==> config.mk <==
export PLATFORM = sky130hd
export DESIGN_NAME = mbr_ebr_partition_table_parser_flat
export DESIGN_NICKNAME = d
export VERILOG_FILES = /design/src/hdl/mbrpt_pkg.sv /design/src/hdl/mbrpt_if.sv /design/src/hdl/mbrpt_capture.sv /design/src/hdl/mbrpt_seq.sv /design/src/hdl/mbr_ebr_partition_table_parser.sv /design/src/flat_wrapper.sv
export SDC_FILE = /design/constraint.sdc
export NUM_CORES = 1
export LEC_CHECK = 0
export ABC_AREA = 0
export BUFFER_PORTS_ARGS = -buffer_cell sky130_fd_sc_hd__buf_4
export CAP_MARGIN = 20
export CELL_PAD_IN_SITES_DETAIL_PLACEMENT = 1
export CELL_PAD_IN_SITES_GLOBAL_PLACEMENT = 1
export CORE_MARGIN = 8
export CORE_UTILIZATION = 56
export DETAILED_ROUTE_END_ITERATION = 10
export GPL_TIMING_DRIVEN = 0
export MAX_ROUTING_LAYER = met4
export PLACE_DENSITY = 0.91
export SYNTH_ARGS = -nofsm -noshare
export SYNTH_HDL_FRONTEND = slang
export SYNTH_SLANG_ARGS = --single-unit
export TNS_END_PERCENT = 20
==> constraint.sdc <==
create_clock -name clk -period 18.1 [get_ports clk]
set_input_delay 0.905 -clock clk [delete_from_list [all_inputs] [get_ports clk]]
set_output_delay 0.905 -clock clk [all_outputs]
set_load 0.03 [all_outputs]
==> src/hdl/mbrpt_pkg.sv <==
// Shared types, constants and helpers for the boot-sector partition table parser.
// No dependencies; the capture, sequencer and top-level files import this package.

package mbrpt_pkg;

  localparam int IDX_W     = 9;
  localparam int STORE_AW  = 6;

  localparam logic [IDX_W-1:0] LAST_IDX  = 9'h1FF;
  localparam logic [IDX_W-1:0] TBL_OFS   = 9'h1BE;
  localparam logic [IDX_W-1:0] SIG_OFS   = 9'h1FE;
  localparam logic [IDX_W-1:0] FAT_OFS   = 9'h036;
  localparam logic [IDX_W-1:0] FAT32_OFS = 9'h052;
  localparam logic [IDX_W-1:0] FAT_LEN   = 9'd3;
  localparam logic [IDX_W-1:0] FAT32_LEN = 9'd5;

  localparam logic [7:0] SIG_LOW  = 8'h55;
  localparam logic [7:0] SIG_HIGH = 8'hAA;
  localparam logic [7:0] EXT_CHS  = 8'h05;
  localparam logic [7:0] EXT_LBA  = 8'h0F;
  localparam logic [7:0] EXT_ALT  = 8'h85;
  localparam logic [7:0] NUM_MAX  = 8'hFF;

  // Byte offsets inside one 16-byte table entry
  localparam logic [3:0] TYPE_OFS  = 4'd4;
  localparam logic [3:0] START_OFS = 4'd8;
  localparam logic [3:0] START_END = 4'd11;
  localparam logic [3:0] LEN_END   = 4'd15;

  typedef enum logic [2:0] {
    KIND_PART  = 3'd0,
    KIND_LINK  = 3'd1,
    KIND_OK    = 3'd2,
    KIND_NOSIG = 3'd3,
    KIND_BOOT  = 3'd4
  } kind_t;

  typedef enum logic [2:0] {
    S_IDLE,
    S_FETCH,
    S_DRAIN,
    S_EVAL,
    S_STATUS
  } seq_state_t;

  // Sector summary handed from the byte capture to the sequencer
  typedef struct packed {
    logic        done;
    logic        sig_ok;
    logic        boot_rec;
    logic [31:0] sector_lba;
    logic [31:0] ext_base;
    logic [7:0]  first_num;
  } sector_info_t;

  typedef struct packed {
    kind_t       kind;
    logic [7:0]  part_number;
    logic [31:0] start_lba;
    logic [31:0] length;
    logic [7:0]  sys_ind;
    logic [31:0] child_base;
    logic        last;
  } result_t;

  // ASCII "FAT32"
  function automatic logic [7:0] fat_char(input logic [2:0] k);
    logic [7:0] c;
    unique case (k)
      3'd0:    c = 8'h46;
      3'd1:    c = 8'h41;
      3'd2:    c = 8'h54;
      3'd3:    c = 8'h33;
      3'd4:    c = 8'h32;
      default: c = 8'h00;
    endcase
    return c;
  endfunction

  function automatic logic is_ext_type(input logic [7:0] t);
    return (t == EXT_CHS) || (t == EXT_LBA) || (t == EXT_ALT);
  endfunction

endpackage

==> src/hdl/mbrpt_if.sv <==
// Valid/ready channel interfaces: sector bytes in, parse results out.
// Field widths follow the result_t and input field definitions of mbrpt_pkg.

interface mbrpt_sector_if;
  logic        valid;
  logic        ready;
  logic [7:0]  sector_byte;
  logic [31:0] sector_lba;
  logic [31:0] ext_base;
  logic [7:0]  first_part_num;

  modport source (output valid, sector_byte, sector_lba, ext_base, first_part_num,
                  input ready);
  modport sink   (input valid, sector_byte, sector_lba, ext_base, first_part_num,
                  output ready);
endinterface

interface mbrpt_result_if;
  logic        valid;
  logic        ready;
  logic [2:0]  kind;
  logic [7:0]  part_number;
  logic [31:0] start_lba;
  logic [31:0] length;
  logic [7:0]  sys_ind;
  logic [31:0] child_base;
  logic        last;

  modport source (output valid, kind, part_number, start_lba, length, sys_ind,
                  child_base, last, input ready);
  modport sink   (input valid, kind, part_number, start_lba, length, sys_ind,
                  child_base, last, output ready);
endinterface

==> src/hdl/mbrpt_capture.sv <==
// Byte capture: offset counter, FAT text match, signature, held sector values
// and the 64-byte partition table store. Depends on mbrpt_pkg.

module mbrpt_capture
  import mbrpt_pkg::*;
(
  input  logic                clk,
  input  logic                rst,
  input  logic                fire,
  input  logic [7:0]          byte_in,
  input  logic [31:0]         lba_in,
  input  logic [31:0]         base_in,
  input  logic [7:0]          num_in,
  input  logic [STORE_AW-1:0] rd_addr,
  output logic [7:0]          rd_data,
  output sector_info_t        info
);

  logic [IDX_W-1:0] byte_index;
  logic             fat_match;
  logic             fat32_match;
  logic [7:0]       sig_low_byte;
  logic [31:0]      held_sector_lba;
  logic [31:0]      held_ext_base;
  logic [7:0]       held_first_num;

  logic [7:0]       table_store [2**STORE_AW];

  logic [2:0]          rel_fat;
  logic [2:0]          rel_fat32;
  logic [STORE_AW-1:0] rel_tbl;
  logic             in_fat;
  logic             in_fat32;
  logic             in_tbl;
  logic             m_fat;
  logic             m_fat32;

  assign rel_fat   = 3'(byte_index - FAT_OFS);
  assign rel_fat32 = 3'(byte_index - FAT32_OFS);
  assign rel_tbl   = STORE_AW'(byte_index - TBL_OFS);
  assign in_fat    = (byte_index >= FAT_OFS) && (byte_index < FAT_OFS + FAT_LEN);
  assign in_fat32  = (byte_index >= FAT32_OFS) && (byte_index < FAT32_OFS + FAT32_LEN);
  assign in_tbl    = (byte_index >= TBL_OFS) && (byte_index < SIG_OFS);
  assign m_fat     = (byte_in == fat_char(rel_fat));
  assign m_fat32   = (byte_in == fat_char(rel_fat32));

  always_ff @(posedge clk) begin
    if (rst) begin
      byte_index      <= '0;
      fat_match       <= 1'b0;
      fat32_match     <= 1'b0;
      sig_low_byte    <= '0;
      held_sector_lba <= '0;
      held_ext_base   <= '0;
      held_first_num  <= 8'd1;
    end else if (fire) begin
      byte_index <= byte_index + 9'd1;
      if (byte_index == '0) begin
        held_sector_lba <= lba_in;
        held_ext_base   <= base_in;
        held_first_num  <= num_in;
      end
      if (in_fat) begin
        fat_match <= (byte_index == FAT_OFS) ? m_fat : (fat_match && m_fat);
      end
      if (in_fat32) begin
        fat32_match <= (byte_index == FAT32_OFS) ? m_fat32 : (fat32_match && m_fat32);
      end
      if (byte_index == SIG_OFS) begin
        sig_low_byte <= byte_in;
      end
    end
  end

  always_ff @(posedge clk) begin
    if (fire && in_tbl) begin
      table_store[rel_tbl] <= byte_in;
    end
    rd_data <= table_store[rd_addr];
  end

  always_comb begin
    info.done       = fire && (byte_index == LAST_IDX);
    info.sig_ok     = (sig_low_byte == SIG_LOW) && (byte_in == SIG_HIGH);
    info.boot_rec   = fat_match || fat32_match;
    info.sector_lba = held_sector_lba;
    info.ext_base   = held_ext_base;
    info.first_num  = held_first_num;
  end

endmodule

==> src/hdl/mbrpt_seq.sv <==
// Result sequencer: walks the four table entries twice through the store read
// port, forms records with one shared 32-bit adder, holds the output item.
// Depends on mbrpt_pkg.

module mbrpt_seq
  import mbrpt_pkg::*;
(
  input  logic                clk,
  input  logic                rst,
  input  sector_info_t        info,
  output logic [STORE_AW-1:0] rd_addr,
  input  logic [7:0]          rd_data,
  output logic                in_ready,
  output logic                out_valid,
  input  logic                out_ready,
  output result_t             res
);

  seq_state_t  state, state_next;
  logic        pass, pass_next;
  logic [1:0]  ent, ent_next;
  logic [3:0]  ofs, ofs_next;
  logic [7:0]  num, num_next;
  kind_t       status_kind, status_next;
  logic [3:0]  prev_ofs;
  logic        pend;
  logic [7:0]  ftype;
  logic [31:0] fstart;
  logic [31:0] flen;

  logic        is_mbr;
  logic        ext;
  logic        part_emit;
  logic        count_it;
  logic        emit;
  logic        slot_free;
  logic        out_load;
  logic [31:0] sum;
  result_t     res_new;

  assign rd_addr   = {ent, ofs};
  assign in_ready  = (state == S_IDLE);
  assign slot_free = !out_valid || out_ready;
  assign is_mbr    = (info.sector_lba == '0);
  assign ext       = is_ext_type(ftype);
  assign part_emit = (ftype != '0) && (is_mbr || !ext);
  assign count_it  = is_mbr || ((ftype != '0) && !ext);
  // Shared adder: partition start on the first walk, child sector on the second
  assign sum       = fstart + (pass ? info.ext_base : info.sector_lba);

  always_ff @(posedge clk) begin
    if (rst) begin
      state       <= S_IDLE;
      pass        <= 1'b0;
      ent         <= '0;
      ofs         <= TYPE_OFS;
      num         <= 8'd1;
      status_kind <= KIND_OK;
      pend        <= 1'b0;
    end else begin
      state       <= state_next;
      pass        <= pass_next;
      ent         <= ent_next;
      ofs         <= ofs_next;
      num         <= num_next;
      status_kind <= status_next;
      pend        <= (state == S_FETCH);
    end
  end

  // Collect the byte read from the store in the previous cycle into its field
  always_ff @(posedge clk) begin
    prev_ofs <= ofs;
    if (pend) begin
      if (prev_ofs == TYPE_OFS) begin
        ftype <= rd_data;
      end else if (prev_ofs[3:2] == 2'b10) begin
        fstart[{prev_ofs[1:0], 3'b000} +: 8] <= rd_data;
      end else if (prev_ofs[3:2] == 2'b11) begin
        flen[{prev_ofs[1:0], 3'b000} +: 8] <= rd_data;
      end
    end
  end

  always_comb begin
    state_next  = state;
    pass_next   = pass;
    ent_next    = ent;
    ofs_next    = ofs;
    num_next    = num;
    status_next = status_kind;
    emit        = 1'b0;
    out_load    = 1'b0;
    res_new     = '0;
    unique case (state)
      S_IDLE: begin
        if (info.done) begin
          if (!info.sig_ok) begin
            status_next = KIND_NOSIG;
            state_next  = S_STATUS;
          end else if (info.boot_rec) begin
            status_next = KIND_BOOT;
            state_next  = S_STATUS;
          end else begin
            pass_next  = 1'b0;
            ent_next   = '0;
            ofs_next   = TYPE_OFS;
            num_next   = info.first_num;
            state_next = S_FETCH;
          end
        end
      end
      S_FETCH: begin
        if (ofs == TYPE_OFS) begin
          ofs_next = START_OFS;
        end else if (ofs == (pass ? START_END : LEN_END)) begin
          state_next = S_DRAIN;
        end else begin
          ofs_next = ofs + 4'd1;
        end
      end
      S_DRAIN: begin
        state_next = S_EVAL;
      end
      S_EVAL: begin
        res_new.part_number = num;
        res_new.start_lba   = sum;
        res_new.sys_ind     = ftype;
        if (!pass) begin
          emit           = part_emit;
          res_new.kind   = KIND_PART;
          res_new.length = flen;
        end else begin
          emit               = ext;
          res_new.kind       = KIND_LINK;
          res_new.child_base = is_mbr ? sum : info.ext_base;
        end
        // Hold here while a record waits for the output slot
        if (!emit || slot_free) begin
          out_load = emit;
          if (!pass && count_it && (num != NUM_MAX)) begin
            num_next = num + 8'd1;
          end
          ofs_next = TYPE_OFS;
          if (ent == 2'd3) begin
            ent_next = '0;
            if (!pass) begin
              pass_next  = 1'b1;
              state_next = S_FETCH;
            end else begin
              status_next = KIND_OK;
              state_next  = S_STATUS;
            end
          end else begin
            ent_next   = ent + 2'd1;
            state_next = S_FETCH;
          end
        end
      end
      S_STATUS: begin
        res_new.kind = status_kind;
        res_new.last = 1'b1;
        if (slot_free) begin
          out_load   = 1'b1;
          state_next = S_IDLE;
        end
      end
      default: begin
        state_next = S_IDLE;
      end
    endcase
  end

  always_ff @(posedge clk) begin
    if (rst) begin
      out_valid <= 1'b0;
    end else if (out_load) begin
      out_valid <= 1'b1;
    end else if (out_ready) begin
      out_valid <= 1'b0;
    end
  end

  always_ff @(posedge clk) begin
    if (out_load) begin
      res <= res_new;
    end
  end

  a_done_leaves_idle: assert property (@(posedge clk) disable iff (rst)
    info.done |=> (state != S_IDLE))
    else $error("sector end did not start the sequencer");

  a_pend_in_fetch: assert property (@(posedge clk) disable iff (rst)
    pend |-> ((state == S_FETCH) || (state == S_DRAIN)))
    else $error("table read pending outside fetch");

  a_num_frozen_links: assert property (@(posedge clk) disable iff (rst)
    ((state != S_IDLE) && pass) |=> $stable(num))
    else $error("partition number changed during link walk");

  a_last_ends_sector: assert property (@(posedge clk) disable iff (rst)
    (out_load && res_new.last) |=> (state == S_IDLE))
    else $error("final item loaded without returning to idle");

endmodule

==> src/hdl/mbr_ebr_partition_table_parser.sv <==
// Top level of the boot-sector partition table parser: byte capture plus sequencer.
// Depends on mbrpt_pkg, mbrpt_if, mbrpt_capture and mbrpt_seq.
//
// Feed one 512-byte MBR or EBR sector, one byte per item, offsets 0 to 511;
// sector_lba, ext_base and first_part_num are sampled with the byte at offset 0.
// Bytes 0 to 510 are taken one per cycle. After byte 511 the block is not ready
// while it walks the four table entries through the single read port of the
// table store, once for partition records and once for extended links, then
// loads the status item, stalling while an output item waits. Each sector
// yields partition records, then link records for chained EBRs, then one
// status item with last set; a bad signature or a FAT boot record yields only
// that status. The output item is registered, so the next sector's bytes are
// taken while the final status waits.

module mbr_ebr_partition_table_parser
  import mbrpt_pkg::*;
(
  input  logic          clk,
  input  logic          rst,
  mbrpt_sector_if.sink  sector,
  mbrpt_result_if.source result
);

  logic                fire;
  logic                in_ready;
  logic [STORE_AW-1:0] rd_addr;
  logic [7:0]          rd_data;
  sector_info_t        info;
  result_t             res;

  assign fire         = sector.valid && in_ready;
  assign sector.ready = in_ready;

  mbrpt_capture u_capture (
    .clk     (clk),
    .rst     (rst),
    .fire    (fire),
    .byte_in (sector.sector_byte),
    .lba_in  (sector.sector_lba),
    .base_in (sector.ext_base),
    .num_in  (sector.first_part_num),
    .rd_addr (rd_addr),
    .rd_data (rd_data),
    .info    (info)
  );

  mbrpt_seq u_seq (
    .clk       (clk),
    .rst       (rst),
    .info      (info),
    .rd_addr   (rd_addr),
    .rd_data   (rd_data),
    .in_ready  (in_ready),
    .out_valid (result.valid),
    .out_ready (result.ready),
    .res       (res)
  );

  assign result.kind        = res.kind;
  assign result.part_number = res.part_number;
  assign result.start_lba   = res.start_lba;
  assign result.length      = res.length;
  assign result.sys_ind     = res.sys_ind;
  assign result.child_base  = res.child_base;
  assign result.last        = res.last;

endmodule
==> src/flat_wrapper.sv <==
// flat-port wrapper written by rule: the top's interface ports become plain ports
module mbr_ebr_partition_table_parser_flat import mbrpt_pkg::*;
  (clk, rst, sector_valid, sector_sector_byte, sector_sector_lba, sector_ext_base, sector_first_part_num, sector_ready, result_valid, result_kind, result_part_number, result_start_lba, result_length, result_sys_ind, result_child_base, result_last, result_ready);
  mbrpt_sector_if sector_i ();
  mbrpt_result_if result_i ();
  input  logic clk;
  input  logic rst;
  input wire logic [$bits(sector_i.valid)-1:0] sector_valid;
  input wire logic [$bits(sector_i.sector_byte)-1:0] sector_sector_byte;
  input wire logic [$bits(sector_i.sector_lba)-1:0] sector_sector_lba;
  input wire logic [$bits(sector_i.ext_base)-1:0] sector_ext_base;
  input wire logic [$bits(sector_i.first_part_num)-1:0] sector_first_part_num;
  output wire logic [$bits(sector_i.ready)-1:0] sector_ready;
  output wire logic [$bits(result_i.valid)-1:0] result_valid;
  output wire logic [$bits(result_i.kind)-1:0] result_kind;
  output wire logic [$bits(result_i.part_number)-1:0] result_part_number;
  output wire logic [$bits(result_i.start_lba)-1:0] result_start_lba;
  output wire logic [$bits(result_i.length)-1:0] result_length;
  output wire logic [$bits(result_i.sys_ind)-1:0] result_sys_ind;
  output wire logic [$bits(result_i.child_base)-1:0] result_child_base;
  output wire logic [$bits(result_i.last)-1:0] result_last;
  input wire logic [$bits(result_i.ready)-1:0] result_ready;
  assign sector_i.valid = sector_valid;
  assign sector_i.sector_byte = sector_sector_byte;
  assign sector_i.sector_lba = sector_sector_lba;
  assign sector_i.ext_base = sector_ext_base;
  assign sector_i.first_part_num = sector_first_part_num;
  assign sector_ready = sector_i.ready;
  assign result_valid = result_i.valid;
  assign result_kind = result_i.kind;
  assign result_part_number = result_i.part_number;
  assign result_start_lba = result_i.start_lba;
  assign result_length = result_i.length;
  assign result_sys_ind = result_i.sys_ind;
  assign result_child_base = result_i.child_base;
  assign result_last = result_i.last;
  assign result_i.ready = result_ready;
  mbr_ebr_partition_table_parser u_core (.clk(clk), .rst(rst), .sector(sector_i), .result(result_i));
endmodule
==> run_results.csv <==
group,metric,value,unit
run_status,status,"completed",
detailed_routing,met1_length,37580,um
synth,ys_ff_latch,826,
detailed_routing,dr_wl_met2,54180,um
synth,ys_seq_area_share,68.35,%
global_routing,grt_overflow_total,0,
timing,fmax,0.1745,GHz
clock_network,ctsHoldBuffers,0,
timing,slew_violations,0,
setup_path,regToRegSetupSlack,12.37,ns
synth,synth.avg_cell_area,15.38,um^2
setup_path,critPathMostFrequentCell,"clkbuf_1",
setup_path,cp_max_fo,10,
floorplan,ios,202,
global_routing,grtUsageTotal,30.24,%
setup_path,cp_top_family,"compound AO/OA/AOI/OAI gates",
setup_path,r2r_end,"u_core.u_seq.res[103]",
floorplan,dieArea,69700,um^2
setup_path,slowest_delay,0.69,ns
setup_path,path_buf_inv,3,
setup_path,reg2reg_depth,15,
detailed_routing,vias_per_cell,6.382,
clock_network,insertion_delay,0.64,ns
floorplan,start_util,56.23,%
power,leakagePower,0.01286,uW
timing,fin_crit,5.729,ns
setup_path,start_kind,"flip-flop",
timing,tightest_slew,1.183,ns
setup_path,critPathKind,"flip-flop to flip-flop",
synth,synth_warnings,0,
final_layout,layout_commonest_cell,"edfxtp_1",
setup_path,startpoint,"u_core.u_seq.pass",
worst_hold_path,hold_start,"u_core.u_seq.ofs[3]",
synth,synthCells,2240,
timing,rsz0062_at_grt,"no",
clock_network,numClockSinks,826,
synth,synth_cell_types,75,
final_layout,final_cell_mix,"edfxtp_1, nand2_1, buf_4, nor2_1, mux4_2",
synth,synth.cell_area,34440,um^2
detailed_routing,wl_per_cell,30.66,um
synth,ys.flop_type,"edfxtp_1",
floorplan,die_h,264.0,um
clock_network,ctsResizeCount,0,
final_layout,layout.nets,2667,
setup_path,cp.required,18.46,ns
place,portBuffers,200,
clock_network,cts_made_buffers,82,
clock_network,cts_root_buf,"clkbuf_16",
detailed_routing,drc,0,
worst_hold_path,min_path_type,"flip-flop to flip-flop",
synth,synth_edf_count,700,
worst_hold_path,holdPathStages,0,
timing,setup_viol,0,
power,vdd_drop_max,92.84,uV
synth,syn_nets,2376,
clock_network,cts_tree,"done",
place,gp_congestion,0.9490,
timing,fin_setup_tns,0,ns
global_routing,grt_pass1_wl,152600,um
clock_network,clk_path_buf_depth,3,
final_layout,synthToLayoutAreaGrowth,15.09,%
floorplan,rows,91,
clock_network,clkTransAtPathRegs,0.06,ns
place,hpwl,70500,um
timing,finalHoldViolations,0,
global_routing,grt_pass1_vias,23120,
global_routing,grt_max_degree,73,
power,power,3887,uW
detailed_routing,dr.max_layer_used,"met4",
clock_network,postCtsSetupRepairBufs,0,
timing,max_slew_margin,21.16,%
floorplan,design.core.area,61260,um^2
synth,synth-async-reset-ratio,0,%
worst_hold_path,holdPathEnd,"u_core.u_seq.prev_ofs[3]",
setup_path,critical-path-slowest-cell,"clkbuf_1",
timing,period_share,31.65,%
setup_path,cp-end-kind,"flip-flop",
detailed_routing,drt-initial-drc-count,2116,
detailed_routing,vias,21640,
detailed_routing,detail-route-antenna-nets,0,
detailed_routing,wirelength,104000,um
detailed_routing,wl_met3,7561,um
floorplan,die_x,264.0,um
run,max_cap_viol_count,0,
global_routing,grt_antenna_before_repair,2,
setup_path,cp.arrival,6.09,ns
setup_path,rr_startpoint,"u_core.u_seq.pass",
final_layout,drive_gt1_share,21.47,%
detailed_routing,first_pass_iters,7,
setup_path,crit_chain,"clkbuf_1 > clkbuf_1 > mux2_2 > ha_1 > inv_1 > fa_1 > nor2b_1 > o21ai_0 > a21boi_0 > o211ai_1 > a21oi_1 > o2111ai_1 > a211oi_1 > o21a_1 > nor3_1",
clock_network,h-tree-depth,3,
timing,skew,0.01878,ns
power,powerDensity,98.06,nW/um^2
## worst reg2reg max path: stages (launching register included)
cell       delay, ns
dfxtp_1         0.35
clkbuf_1        0.67
clkbuf_1        0.70
mux2_2          0.29
ha_1            0.22
inv_1           0.08
fa_1            0.45
nor2b_1         0.12
o21ai_0         0.12
a21boi_0        0.41
o211ai_1        0.31
a21oi_1         0.56
o2111ai_1       0.34
a211oi_1        0.54
o21a_1          0.22
nor3_1          0.05
## power by group
part | switching, uW | internal [uW] | leakage (uW)
logic | 99.8 | 45.6 | 0.00440
registers | 12.9 | 2070 | 0.00720
clock network | 746 | 918 | 0.00126
## logic make-up (layout without fill, tap and decap cells)
kind of cell             count (synthesis)  in the layout  synth area share (%)
AO/OA/AOI/OAI                          292            292                 5.176
XOR/XNOR                                42             42                 1.068
adder cells (fa/ha/maj)                 52             52                 1.911
buffers and inverters                  146            505                 1.780
flip-flops                             826            826                 68.35
multiplexers                           212            212                 12.37
other                                    0              2                     0
AND/OR/NAND/NOR                        670            670                 9.343
## metrics by stage
step	hold slack, ns	cells	cell area [um^2]	setup WS [ns]	util [%]
2_1_floorplan	0.3290	2240	34440	11.47	-
3_3_place_gp	0.3367	3230	36930	9.194	60.29
3_5_place_dp	0.3652	3234	37020	12.51	60.43
4_1_cts	0.3734	3386	39600	12.49	64.65
5_1_grt	0.3872	3391	39640	12.05	64.72
6_report	0.3771	3391	39640	12.37	64.72
## cells in the mapped netlist, types with 8 or more instances
cell | n | area share [%]
clkbuf_1 | 94 | 1.0
nand2b_1 | 13 | 0.24
mux2_2 | 30 | 0.98
ha_1 | 51 | 1.9
and2_1 | 102 | 1.9
nor4_1 | 16 | 0.29
inv_1 | 23 | 0.25
and3_1 | 13 | 0.24
nor2_1 | 169 | 1.8
mux4_2 | 168 | 11
nand4_1 | 11 | 0.20
nand3_1 | 27 | 0.39
a21oi_1 | 122 | 1.8
dfxtp_1 | 126 | 7.3
buf_1 | 13 | 0.14
mux2i_1 | 14 | 0.41
nand2_1 | 246 | 2.7
nor3b_1 | 8 | 0.17
a21o_1 | 14 | 0.31
xor2_1 | 19 | 0.48
a211oi_1 | 14 | 0.31
o21ai_0 | 60 | 0.87
nor3_1 | 20 | 0.29
xnor2_1 | 23 | 0.58
a31oi_1 | 11 | 0.20
nor2b_1 | 9 | 0.16
edfxtp_1 | 700 | 61
## state kept, by name (all words and copies together), names as in the netlist, 9 cells and up
| name | cells |
|---|---|
| u_core.u_capture.table_store | 512 |
| u_core.u_seq.res | 116 |
| u_core.u_capture.held_ext_base | 32 |
| u_core.u_capture.held_sector_lba | 32 |
| u_core.u_seq.flen | 32 |
| u_core.u_seq.fstart | 32 |
| u_core.u_capture.byte_index | 9 |
## final cells by class
type	count	area, um^2
Tap cell	790	988.4
Multi-Input combinational cell	1268	10300
Timing Repair Buffer	207	1608
Sequential cell	826	23540
Inverter	23	86.33
Buffer	123	526.8
Clock buffer	111	2232
Clock inverter	41	352.8
Fill cell	5478	21610
Antenna cell	2	5.005
## metal layers
| metal | global-route usage [%] | vias up |
|---|---|---|
| li1 | - | 9142 |
| met1 | 34.90 | 11110 |
| met2 | 52.40 | 1125 |
| met3 | 5.635 | 259 |
| met4 | 11.77 | 0 |
| met5 | - | - |
## how the worst max path moves through the flow
stage                            endpoint  slack [ns]  cells after the start
floorplan             u_core.u_seq.res[0]       11.47                      6
global placement     u_core.u_seq.res[30]        9.19                      6
finish              u_core.u_seq.res[103]       12.37                     15
detailed placement  u_core.u_seq.res[103]       12.51                     15
global route        u_core.u_seq.res[103]       12.05                     15
CTS                 u_core.u_seq.res[103]       12.49                     15
Note: power is estimated with default switching activity, not from simulation.
